File: config.mk
export PLATFORM = sky130hd
export DESIGN_NAME = weighted_random_pick_excluding_last
export DESIGN_NICKNAME = d
export VERILOG_FILES = /design/src/hdl/wrpel_pkg.sv /design/src/hdl/weighted_random_pick_excluding_last.sv /design/src/hdl/wrpel_ctrl.sv /design/src/hdl/wrpel_dp.sv
export VERILOG_INCLUDE_DIRS = /design/src /design/src/hdl
export SDC_FILE = /design/constraint.sdc
export NUM_CORES = 1
export LEC_CHECK = 0
export BUFFER_PORTS_ARGS = -buffer_cell sky130_fd_sc_hd__buf_2
export CAP_MARGIN = 20
export CORE_MARGIN = 2
export CORE_UTILIZATION = 25
export CTS_CLUSTER_DIAMETER = 120
export DETAILED_ROUTE_END_ITERATION = 10
export PLACE_DENSITY = 0.43
export SYNTH_ARGS = -nofsm -noshare
export SYNTH_HDL_FRONTEND = slang
export SYNTH_SLANG_ARGS = --single-unit
File: constraint.sdc
create_clock -name i_clk -period 3.65 [get_ports i_clk]
set_input_delay 0.5475 -clock i_clk [delete_from_list [all_inputs] [get_ports i_clk]]
set_output_delay 0.5475 -clock i_clk [all_outputs]
set_load 0.02 [all_outputs]
File: src/hdl/weighted_random_pick_excluding_last_assert.svh
// ----------------------------------------------------------------------------
// Assertion macros for the weighted pick block
// Concurrent checks, all clocked on i_clk and held off while i_rst_n is low.
// ----------------------------------------------------------------------------
`ifndef WEIGHTED_RANDOM_PICK_EXCLUDING_LAST_ASSERT_SVH
`define WEIGHTED_RANDOM_PICK_EXCLUDING_LAST_ASSERT_SVH

// Condition must hold at every edge
`define WRPEL_ASSERT_ALWAYS(lbl, cond, msg) \
    lbl: assert property (@(posedge i_clk) disable iff (!i_rst_n) (cond)) \
        else $error(msg);

// Consequent must hold in the same cycle
`define WRPEL_ASSERT_IMP(lbl, ante, cons, msg) \
    lbl: assert property (@(posedge i_clk) disable iff (!i_rst_n) (ante) |-> (cons)) \
        else $error(msg);

// Consequent must hold in the next cycle
`define WRPEL_ASSERT_NEXT(lbl, ante, cons, msg) \
    lbl: assert property (@(posedge i_clk) disable iff (!i_rst_n) (ante) |=> (cons)) \
        else $error(msg);

`endif

File: src/hdl/wrpel_pkg.sv
// ----------------------------------------------------------------------------
// wrpel_pkg
// Shared types, constants and the class weight lookup for the weighted pick.
// ----------------------------------------------------------------------------
`default_nettype none

package wrpel_pkg;

    localparam int MAX_ENTRIES = 64;
    localparam int IDX_W       = (MAX_ENTRIES > 1) ? $clog2(MAX_ENTRIES) : 1;
    localparam int CNT_W       = $clog2(MAX_ENTRIES + 1);
    localparam int W_W         = 4;
    localparam int W_MAX       = 15;
    localparam int TOT_W       = $clog2(MAX_ENTRIES * W_MAX + 1);
    localparam int RAND_W      = 16;
    localparam int STEP_W      = $clog2(RAND_W);
    localparam int PICK_W      = 6;
    localparam int CLS_W       = 2;
    localparam int REG_IDX_W   = 2;

    // configuration register indexes
    localparam logic [REG_IDX_W-1:0] REG_WEIGHT_A = 2'd0;
    localparam logic [REG_IDX_W-1:0] REG_WEIGHT_B = 2'd1;
    localparam logic [REG_IDX_W-1:0] REG_WEIGHT_C = 2'd2;

    localparam logic [W_W-1:0] WEIGHT_A_RST = 4'd5;
    localparam logic [W_W-1:0] WEIGHT_B_RST = 4'd3;
    localparam logic [W_W-1:0] WEIGHT_C_RST = 4'd1;
    localparam logic [W_W-1:0] WEIGHT_OTHER = 4'd1;

    typedef enum logic [1:0] {
        CMD_CLEAR  = 2'd0,
        CMD_APPEND = 2'd1,
        CMD_SELECT = 2'd2,
        CMD_RSVD   = 2'd3
    } t_cmd;

    typedef enum logic [1:0] {
        RES_DONE  = 2'd0,
        RES_SEL   = 2'd1,
        RES_EMPTY = 2'd2,
        RES_FULL  = 2'd3
    } t_res;

    typedef enum logic [1:0] {
        CLS_A     = 2'd0,
        CLS_B     = 2'd1,
        CLS_C     = 2'd2,
        CLS_OTHER = 2'd3
    } t_class;

    // action taken when a transaction is accepted
    typedef enum logic [2:0] {
        OP_NONE   = 3'd0,
        OP_CLEAR  = 3'd1,
        OP_APPEND = 3'd2,
        OP_FULL   = 3'd3,
        OP_EMPTY  = 3'd4,
        OP_SINGLE = 3'd5,
        OP_DRAW   = 3'd6
    } t_op;

    typedef struct packed {
        logic accept;
        t_op  op;
        logic div_start;
        logic walk_start;
        logic finish;
        logic load_out;
    } t_ctl;

    typedef struct packed {
        logic full;
        logic empty;
        logic single;
        logic scan_done;
        logic div_done;
        logic walk_done;
        logic found;
        logic div_nz;
    } t_dp_st;

    function automatic logic [W_W-1:0] class_weight(
        input logic [CLS_W-1:0] cls,
        input logic [W_W-1:0]   wa,
        input logic [W_W-1:0]   wb,
        input logic [W_W-1:0]   wc
    );
        logic [W_W-1:0] w;
        case (t_class'(cls))
            CLS_A:   w = wa;
            CLS_B:   w = wb;
            CLS_C:   w = wc;
            default: w = WEIGHT_OTHER;
        endcase
        return w;
    endfunction

endpackage

`default_nettype wire

File: src/hdl/weighted_random_pick_excluding_last.sv
// Append, clear and unused commands, and a select on fewer than two entries, go
// straight to the done state. Select with N >= 2 entries makes two passes over
// the class table through its one read port and runs a 16-step remainder unit.
// One transaction is worked at a time; input is ready again the cycle after the
// result is loaded, and a loaded result waits while the next one is accepted.
// Synchronous active-low reset empties the table and restores weights 5/3/1.
// ----------------------------------------------------------------------------
// weighted_random_pick_excluding_last
// Weighted lottery over a table of classed entries, skipping the last pick.
// ----------------------------------------------------------------------------
`default_nettype none

module weighted_random_pick_excluding_last
    import wrpel_pkg::*;
(
    input  wire logic                 i_clk,
    input  wire logic                 i_rst_n,
    input  wire logic                 i_cfg_wr_en,
    input  wire logic [REG_IDX_W-1:0] i_cfg_index,
    input  wire logic [W_W-1:0]       i_cfg_data,
    input  wire logic                 s_axis_tvalid,
    output logic                      s_axis_tready,
    input  wire logic [23:0]          s_axis_tdata,  // priority_class[1:0], rand_value[17:2]
    input  wire logic [1:0]           s_axis_tuser,  // cmd[1:0]
    output logic                      m_axis_tvalid,
    input  wire logic                 m_axis_tready,
    output logic [7:0]                m_axis_tdata,  // picked_index[5:0]
    output logic [1:0]                m_axis_tuser   // status[1:0]
);

`include "weighted_random_pick_excluding_last_assert.svh"

    t_ctl              w_ctl;
    t_dp_st            w_st;
    logic [1:0]        w_status;
    logic [PICK_W-1:0] w_pick;

    wrpel_ctrl u_ctrl (
        .i_clk     (i_clk),
        .i_rst_n   (i_rst_n),
        .i_s_valid (s_axis_tvalid),
        .i_cmd     (t_cmd'(s_axis_tuser)),
        .o_s_ready (s_axis_tready),
        .o_m_valid (m_axis_tvalid),
        .i_m_ready (m_axis_tready),
        .i_st      (w_st),
        .o_ctl     (w_ctl)
    );

    wrpel_dp u_dp (
        .i_clk       (i_clk),
        .i_rst_n     (i_rst_n),
        .i_cfg_wr_en (i_cfg_wr_en),
        .i_cfg_index (i_cfg_index),
        .i_cfg_data  (i_cfg_data),
        .i_class     (s_axis_tdata[CLS_W-1:0]),
        .i_rand      (s_axis_tdata[CLS_W+RAND_W-1:CLS_W]),
        .i_ctl       (w_ctl),
        .o_st        (w_st),
        .o_status    (w_status),
        .o_pick      (w_pick)
    );

    assign m_axis_tdata = {2'b00, w_pick};
    assign m_axis_tuser = w_status;

    `WRPEL_ASSERT_NEXT(a_busy_after_accept, s_axis_tvalid && s_axis_tready, !s_axis_tready, "input accepted while a transaction is in work")
    `WRPEL_ASSERT_IMP(a_walk_hits, w_ctl.finish && w_st.div_nz, w_st.found, "walk ended without reaching the draw target")
    `WRPEL_ASSERT_ALWAYS(a_ctl_strobes, $onehot0({w_ctl.accept, w_ctl.div_start, w_ctl.walk_start, w_ctl.finish, w_ctl.load_out}), "overlapping sequencer commands")

endmodule

`default_nettype wire

File: src/hdl/wrpel_ctrl.sv
// ----------------------------------------------------------------------------
// wrpel_ctrl
// Sequencer: decodes each transaction, steps a draw through scan, divide and
// walk, and hands the result to the output register.
// ----------------------------------------------------------------------------
`default_nettype none

module wrpel_ctrl
    import wrpel_pkg::*;
(
    input  wire logic   i_clk,
    input  wire logic   i_rst_n,
    input  wire logic   i_s_valid,
    input  wire t_cmd   i_cmd,
    output logic        o_s_ready,
    output logic        o_m_valid,
    input  wire logic   i_m_ready,
    input  wire t_dp_st i_st,
    output t_ctl        o_ctl
);

    typedef enum logic [4:0] {
        S_IDLE = 5'b00001,
        S_SCAN = 5'b00010,
        S_DIV  = 5'b00100,
        S_WALK = 5'b01000,
        S_DONE = 5'b10000
    } t_state;

    t_state r_state, n_state;
    logic   r_m_valid, n_m_valid;
    t_op    w_op;

    always_comb begin
        case (i_cmd)
            CMD_CLEAR:  w_op = OP_CLEAR;
            CMD_APPEND: w_op = i_st.full ? OP_FULL : OP_APPEND;
            CMD_SELECT: begin
                if (i_st.empty) begin
                    w_op = OP_EMPTY;
                end else if (i_st.single) begin
                    w_op = OP_SINGLE;
                end else begin
                    w_op = OP_DRAW;
                end
            end
            default:    w_op = OP_NONE;
        endcase
    end

    always_comb begin
        n_state = r_state;
        o_ctl   = '0;
        o_ctl.op = w_op;
        case (r_state)
            S_IDLE: begin
                if (i_s_valid) begin
                    o_ctl.accept = 1'b1;
                    n_state = (w_op == OP_DRAW) ? S_SCAN : S_DONE;
                end
            end
            S_SCAN: begin
                if (i_st.scan_done) begin
                    o_ctl.div_start = 1'b1;
                    n_state = S_DIV;
                end
            end
            S_DIV: begin
                if (i_st.div_done) begin
                    o_ctl.walk_start = 1'b1;
                    n_state = S_WALK;
                end
            end
            S_WALK: begin
                if (i_st.walk_done) begin
                    o_ctl.finish = 1'b1;
                    n_state = S_DONE;
                end
            end
            S_DONE: begin
                // hold until the output register is free
                if (!r_m_valid || i_m_ready) begin
                    o_ctl.load_out = 1'b1;
                    n_state = S_IDLE;
                end
            end
            default: n_state = S_IDLE;
        endcase
    end

    always_comb begin
        n_m_valid = r_m_valid;
        if (o_ctl.load_out) begin
            n_m_valid = 1'b1;
        end else if (i_m_ready) begin
            n_m_valid = 1'b0;
        end
    end

    always_ff @(posedge i_clk) begin
        if (!i_rst_n) begin
            r_state   <= S_IDLE;
            r_m_valid <= 1'b0;
        end else begin
            r_state   <= n_state;
            r_m_valid <= n_m_valid;
        end
    end

    assign o_s_ready = (r_state == S_IDLE);
    assign o_m_valid = r_m_valid;

endmodule

`default_nettype wire

File: src/hdl/wrpel_dp.sv
// ----------------------------------------------------------------------------
// wrpel_dp
// Datapath: class table memory, weight registers, table scan pipeline,
// bit-serial remainder unit and the result registers.
// ----------------------------------------------------------------------------
`default_nettype none

module wrpel_dp
    import wrpel_pkg::*;
(
    input  wire logic                 i_clk,
    input  wire logic                 i_rst_n,
    input  wire logic                 i_cfg_wr_en,
    input  wire logic [REG_IDX_W-1:0] i_cfg_index,
    input  wire logic [W_W-1:0]       i_cfg_data,
    input  wire logic [CLS_W-1:0]     i_class,
    input  wire logic [RAND_W-1:0]    i_rand,
    input  wire t_ctl                 i_ctl,
    output t_dp_st                    o_st,
    output logic [1:0]                o_status,
    output logic [PICK_W-1:0]         o_pick
);

    logic [CLS_W-1:0] mem [MAX_ENTRIES];

    logic [W_W-1:0]    r_wa, r_wb, r_wc;
    logic [CNT_W-1:0]  r_count, r_last_id;

    // scan pipeline, shared by the summing pass and the walk
    logic              r_run, r_walk;
    logic [CNT_W-1:0]  r_addr;
    logic              r_rd_vld;
    logic [IDX_W-1:0]  r_rd_idx;
    logic [CLS_W-1:0]  r_rd_cls;

    logic [TOT_W-1:0]  r_total, r_total_all, r_acc, r_div;
    logic              r_any, r_excl, r_found;
    logic [IDX_W-1:0]  r_first, r_found_idx;

    // remainder unit
    logic              r_div_act;
    logic [STEP_W-1:0] r_dstep;
    logic [RAND_W-1:0] r_dvd;
    logic [TOT_W:0]    r_rem;

    logic [1:0]        r_res_status, r_out_status;
    logic [IDX_W-1:0]  r_res_pick;
    logic [PICK_W-1:0] r_out_pick;

    logic              w_issue, w_pass_end, w_cand, w_hit;
    logic [W_W-1:0]    w_weight;
    logic [TOT_W-1:0]  w_acc_nxt;
    logic [TOT_W+1:0]  w_target;
    logic [TOT_W:0]    w_rem_sh;
    logic              w_rem_ge;
    logic [IDX_W-1:0]  w_pick;

    assign w_issue    = r_run && !r_found && (r_addr < r_count);
    assign w_pass_end = r_run && (r_addr == r_count) && !r_rd_vld;
    assign w_weight   = class_weight(r_rd_cls, r_wa, r_wb, r_wc);
    assign w_cand     = (r_walk && !r_excl) ||
                        ((CNT_W'(r_rd_idx) + CNT_W'(1)) != r_last_id);
    assign w_acc_nxt  = r_acc + TOT_W'(w_weight);
    assign w_target   = {1'b0, r_rem} + (TOT_W+2)'(1);
    assign w_hit      = w_cand && (w_target <= (TOT_W+2)'(w_acc_nxt));
    assign w_rem_sh   = {r_rem[TOT_W-1:0], r_dvd[RAND_W-1]};
    assign w_rem_ge   = (w_rem_sh >= (TOT_W+1)'(r_div));
    assign w_pick     = r_found ? r_found_idx : r_first;

    always_comb begin
        o_st.full      = (r_count == CNT_W'(MAX_ENTRIES));
        o_st.empty     = (r_count == '0);
        o_st.single    = (r_count == CNT_W'(1));
        o_st.scan_done = w_pass_end && !r_walk;
        o_st.div_done  = r_div_act && (r_dstep == STEP_W'(RAND_W - 1));
        o_st.walk_done = r_run && r_walk && (r_found || w_pass_end);
        o_st.found     = r_found;
        o_st.div_nz    = (r_div != '0);
    end

    // table memory: one write port, one registered read port
    always_ff @(posedge i_clk) begin
        if (i_ctl.accept && i_ctl.op == OP_APPEND) begin
            mem[r_count[IDX_W-1:0]] <= i_class;
        end
        r_rd_cls <= mem[r_addr[IDX_W-1:0]];
    end

    // architectural state and control flags
    always_ff @(posedge i_clk) begin
        if (!i_rst_n) begin
            r_wa      <= WEIGHT_A_RST;
            r_wb      <= WEIGHT_B_RST;
            r_wc      <= WEIGHT_C_RST;
            r_count   <= '0;
            r_last_id <= '0;
            r_run     <= 1'b0;
            r_walk    <= 1'b0;
            r_rd_vld  <= 1'b0;
            r_found   <= 1'b0;
            r_div_act <= 1'b0;
        end else begin
            if (i_cfg_wr_en) begin
                case (i_cfg_index)
                    REG_WEIGHT_A: r_wa <= i_cfg_data;
                    REG_WEIGHT_B: r_wb <= i_cfg_data;
                    REG_WEIGHT_C: r_wc <= i_cfg_data;
                    default: ;
                endcase
            end

            if (i_ctl.accept) begin
                case (i_ctl.op)
                    OP_CLEAR: begin
                        r_count   <= '0;
                        r_last_id <= '0;
                    end
                    OP_APPEND: r_count   <= r_count + CNT_W'(1);
                    OP_SINGLE: r_last_id <= CNT_W'(1);
                    OP_DRAW: begin
                        r_run   <= 1'b1;
                        r_walk  <= 1'b0;
                        r_found <= 1'b0;
                    end
                    default: ;
                endcase
            end

            if (i_ctl.walk_start) begin
                r_run   <= 1'b1;
                r_walk  <= 1'b1;
                r_found <= 1'b0;
            end else if (o_st.scan_done || o_st.walk_done) begin
                r_run <= 1'b0;
            end

            r_rd_vld <= w_issue;

            if (r_rd_vld && r_walk && r_run && !r_found && w_hit) begin
                r_found <= 1'b1;
            end

            if (i_ctl.div_start) begin
                r_div_act <= 1'b1;
            end else if (o_st.div_done) begin
                r_div_act <= 1'b0;
            end

            if (i_ctl.finish) begin
                r_last_id <= CNT_W'(w_pick) + CNT_W'(1);
            end
        end
    end

    // payload registers
    always_ff @(posedge i_clk) begin
        if (i_ctl.accept && i_ctl.op == OP_DRAW) begin
            r_addr      <= '0;
            r_dvd       <= i_rand;
            r_total     <= '0;
            r_total_all <= '0;
            r_any       <= 1'b0;
            r_first     <= '0;
        end else if (i_ctl.walk_start) begin
            r_addr <= '0;
            r_acc  <= '0;
        end else if (w_issue) begin
            r_addr <= r_addr + CNT_W'(1);
        end

        if (w_issue) begin
            r_rd_idx <= r_addr[IDX_W-1:0];
        end

        // summing pass: candidate total, total of all, first candidate
        if (r_rd_vld && r_run && !r_walk) begin
            r_total_all <= r_total_all + TOT_W'(w_weight);
            if (w_cand) begin
                r_total <= r_total + TOT_W'(w_weight);
                r_any   <= 1'b1;
                if (!r_any) begin
                    r_first <= r_rd_idx;
                end
            end
        end

        // walk: accumulate candidate weights until the target is reached
        if (r_rd_vld && r_run && r_walk && !r_found) begin
            if (w_cand) begin
                r_acc <= w_acc_nxt;
            end
            if (w_hit) begin
                r_found_idx <= r_rd_idx;
            end
        end

        // remainder of the random word, one quotient bit per cycle
        if (i_ctl.div_start) begin
            r_div   <= r_any ? r_total : r_total_all;
            r_excl  <= r_any;
            r_rem   <= '0;
            r_dstep <= '0;
            if (!r_any) begin
                r_first <= '0;
            end
        end else if (r_div_act) begin
            r_rem   <= w_rem_ge ? (w_rem_sh - (TOT_W+1)'(r_div)) : w_rem_sh;
            r_dvd   <= {r_dvd[RAND_W-2:0], 1'b0};
            r_dstep <= r_dstep + STEP_W'(1);
        end

        if (i_ctl.accept) begin
            r_res_pick <= '0;
            case (i_ctl.op)
                OP_FULL:   r_res_status <= RES_FULL;
                OP_EMPTY:  r_res_status <= RES_EMPTY;
                OP_SINGLE: r_res_status <= RES_SEL;
                default:   r_res_status <= RES_DONE;
            endcase
        end else if (i_ctl.finish) begin
            r_res_status <= RES_SEL;
            r_res_pick   <= w_pick;
        end

        if (i_ctl.load_out) begin
            r_out_status <= r_res_status;
            r_out_pick   <= PICK_W'(r_res_pick);
        end
    end

    assign o_status = r_out_status;
    assign o_pick   = r_out_pick;

endmodule

`default_nettype wire
==> flow_summary.ini <==
[status]
status = complete, no violations

[layout]
drive_gt1_share_pct = 15.66
fillers = 5435
layout_common_cells = edfxtp_1 (171), nor2_1 (163), nand2_1 (112)
mostFrequentLayoutCell = edfxtp_1
final_area_um2 = 15730
multiInputGateArea_um2 = 5787
diodes = 0
layout-area-overhead-vs-synth_pct = 17.28
post-route-util_pct = 29.81
finalNetCount = 1329
regArea_um2 = 7342

[global_route]
grt_pass1_wl_um = 51450
grt-ovfl-total = 0
grt_pass1_vias = 9052
grt.total_usage_pct = 11.83
grt_max_degree = 44
antenna_found_initial = 1

[setup_path]
critPathTopFamily = compound AO/OA/AOI/OAI gates
start_kind = flip-flop
worstPathRequired_ps = 3910
path_class = flip-flop to flip-flop
path_cells = buf_4 -> a211oi_1 -> a21oi_1 -> ha_1 -> maj3_1 -> a21o_1 -> a21oi_2 -> nor2_1 -> xnor2_1 -> ha_1 -> a21oi_2 -> a21oi_1 -> o21bai_1 -> a31oi_2 -> nor3_4 -> buf_12
cp_num_buf_inv = 2
cp_slowest_stage_delay_ps = 380
end_kind = flip-flop
worstPathArrival_ps = 3650
worstReg2RegStart = u_dp.r_rd_cls[1]$_DFF_P_
critPathMaxFanout = 8
slowest_stage = maj3_1
startpoint = u_dp.r_rd_cls[1]$_DFF_P_

[detailed_routing]
first_pass_iters = 4
drt-initial-drc-count = 522
viasPerCell = 4.636
wire_per_inst_um = 16.79
finalWirelength_um = 32880
vias = 9081
drc = 0
antenna_left = 0

[power]
p_total_uw = 8195
ir_drop_v = 0.0003468
powerDensity_nw_per_um2 = 521.0
p_seq_share_pct = 44.7
internal_power_uw = 6085
leakagePower_uw = 0.005494
swShare_pct = 25.75
p_comb_share_pct = 13.7
power.switching_uw = 2110
clkPwrFrac_pct = 41.6

[place]
place_ws_ps = -32.51
gp_congestion = 0.7971
dpl_cell_area_um2 = 14540
place_hpwl_um = 22220
port_buffers = 40

[timing]
hold_viol_final = 0
tightest_slew_ps = 877.6
relSlewSlack_pct = 41.37
hold_slack_ps = 266.7
skew_ps = 21.02
period_share_pct = 92.90
fmax_ghz = 0.2949
final_max_slew_viol_count = 0
setup_viol = 0
setup_slack_ps = 259.2
finalCriticalPeriod_ps = 3391

[clock_network]
cts.reportedPaths.clkPinSlew_ps = 60
htree_num_levels = 2
cts_root_buf = clkbuf_16
cts_tree = done
clock_latency_ps = 550
cts_buffers = 35
ctsLongestPathBuffers = 3
clock-sinks = 281

[synthesis]
syn_area_um2 = 13410
ys.flop_type = edfxtp_1
synth_edf_count = 171
synth_seq_cells = 281
synth_cell_type_count = 78
syn_inst = 1180
ys.warnings.count = 0
ys_seq_area_share_pct = 54.71
ys_async_sr_fraction_pct = 0
avgSynthCellArea_um2 = 11.37

[floorplanning]
die_area_um2 = 55510
core-area_um2 = 52760
start_util_pct = 25.42
num_io_pins = 49
row_count = 84
die_w_um = 235.6
fp.dieH_um = 235.6

[worst_hold_path]
hp-class = primary input to flip-flop
hp-start = s_axis_tdata[16]

[flow_run]
drv_cap = 0
## area by class of cell
type | count | area share (%)
Clock buffer | 46 | 5.958
Clock inverter | 18 | 1.138
Inverter | 36 | 0.8591
Multi-Input combinational cell | 815 | 36.79
Sequential cell | 281 | 46.68
Tap cell | 688 | 5.473
Timing Repair Buffer | 75 | 3.102
## flip-flops by register name (all words and copies together), names as in the netlist, 2 cells and up
| signal | count |
|---|---|
| u_dp.mem | 128 |
| u_dp.r_dvd | 16 |
| u_dp.r_rem | 11 |
| u_dp.r_acc | 10 |
| u_dp.r_div | 10 |
| u_dp.r_total | 10 |
| u_dp.r_total_all | 10 |
| u_dp.r_addr | 7 |
| u_dp.r_count | 7 |
| u_dp.r_last_id | 7 |
| u_dp.o_pick | 6 |
| u_dp.r_first | 6 |
| u_dp.r_found_idx | 6 |
| u_dp.r_rd_idx | 6 |
| u_dp.r_res_pick | 6 |
| u_ctrl.r_state | 5 |
| u_dp.r_dstep | 4 |
| u_dp.r_wa | 4 |
| u_dp.r_wb | 4 |
| u_dp.r_wc | 4 |
| u_dp.o_status | 2 |
| u_dp.r_rd_cls | 2 |
| u_dp.r_res_status | 2 |
## metal layers
metal	track usage [%]	vias up	part of all wire, %
met2	19.84	143	47
met5	0	-	0.052
met1	15.18	4424	46
met4	3.494	2	2.3
li1	-	4463	-
met3	2.697	49	4.0
## final timing paths
check	to	slack [ps]	cells past startpoint
max	u_dp.r_found_idx[4]$_DFFE_PP_	260	16
min	u_dp.r_dvd[14]$_DFF_P_	270	3
max reg2reg	u_dp.r_found_idx[4]$_DFFE_PP_	260	16
min reg2reg	u_dp.o_status[0]$_DFFE_PP_	420	0
## logic make-up (layout without fill, tap and decap cells)
| family | count (synthesis) | in the layout | share of synthesized area, % |
|---|---|---|---|
| flip-flops | 281 | 281 | 54.71 |
| XOR/XNOR | 50 | 50 | 3.265 |
| other | 1 | 2 | 0.02796 |
| multiplexers | 87 | 87 | 10.15 |
| adder cells (fa/ha/maj) | 51 | 51 | 4.758 |
| AO/OA/AOI/OAI | 199 | 199 | 9.768 |
| buffers and inverters | 85 | 175 | 2.705 |
| AND/OR/NAND/NOR | 426 | 426 | 14.62 |
## synthesized netlist by cell type (all sizes together), types with 3 or more instances
master / number / area [um2]
nor3b: 5 / 42.54
inv: 34 / 127.6
or3: 7 / 43.79
a21o: 9 / 67.56
a22oi: 3 / 22.52
and3: 8 / 50.05
o21a: 13 / 97.59
nand3: 39 / 195.2
o211ai: 6 / 45.04
nand2b: 4 / 25.02
buf: 27 / 145.1
xnor2: 31 / 271.5
nand4: 13 / 81.33
edfxtp: 171 / 5135
nand2: 112 / 420.4
mux2: 12 / 135.1
a211oi: 22 / 170.2
mux4: 38 / 855.8
o21bai: 3 / 22.52
a21boi: 4 / 30.03
nor3: 21 / 121.4
o21ai: 46 / 230.2
clkbuf: 22 / 82.58
a31oi: 20 / 125.1
or2: 4 / 25.03
a311oi: 3 / 26.28
a22o: 8 / 70.07
mux2i: 37 / 370.4
and2: 11 / 68.82
nor2: 166 / 628.1
maj3: 3 / 30.03
nor2b: 19 / 118.9
dfxtp: 110 / 2202
a21oi: 41 / 205.2
ha: 47 / 588.1
nand3b: 9 / 67.56
xor2: 19 / 166.4
## worst register-to-register path, stage by stage (launching register included)
cell and delay [ps]:
dfxtp_1 310, buf_4 160, a211oi_1 210, a21oi_1 90, ha_1 210, maj3_1 380, a21o_1 210, a21oi_2 170
nor2_1 70, xnor2_1 180, ha_1 290, a21oi_2 140, a21oi_1 80, o21bai_1 180, a31oi_2 130, nor3_4 160
buf_12 150
## power groups by stage
stage,Clock [uW],Sequential [uW],Combinational (uW)
global placement,0,3730,1110
finish,3410,3660,1120
detailed placement,0,3730,1120
floorplan,0,3680,848
CTS,3540,3660,1130
global route,3680,3690,1260
## what timing repair did
item	4_1_cts	5_1_grt
hold buffers	0	0
resized for setup	1	15
pin swaps	0	7
buffers inserted	0	1
endpoints found under the setup margin	6	7
## per-stage QoR
step                setup TNS, ps  std cells
floorplan                       0       1181
global placement           -46.77       1894
detailed placement         -194.0       1894
CTS                             0       1958
global route               -142.0       1959
finish                          0       1959
Note: power is estimated with default switching activity, not from simulation.
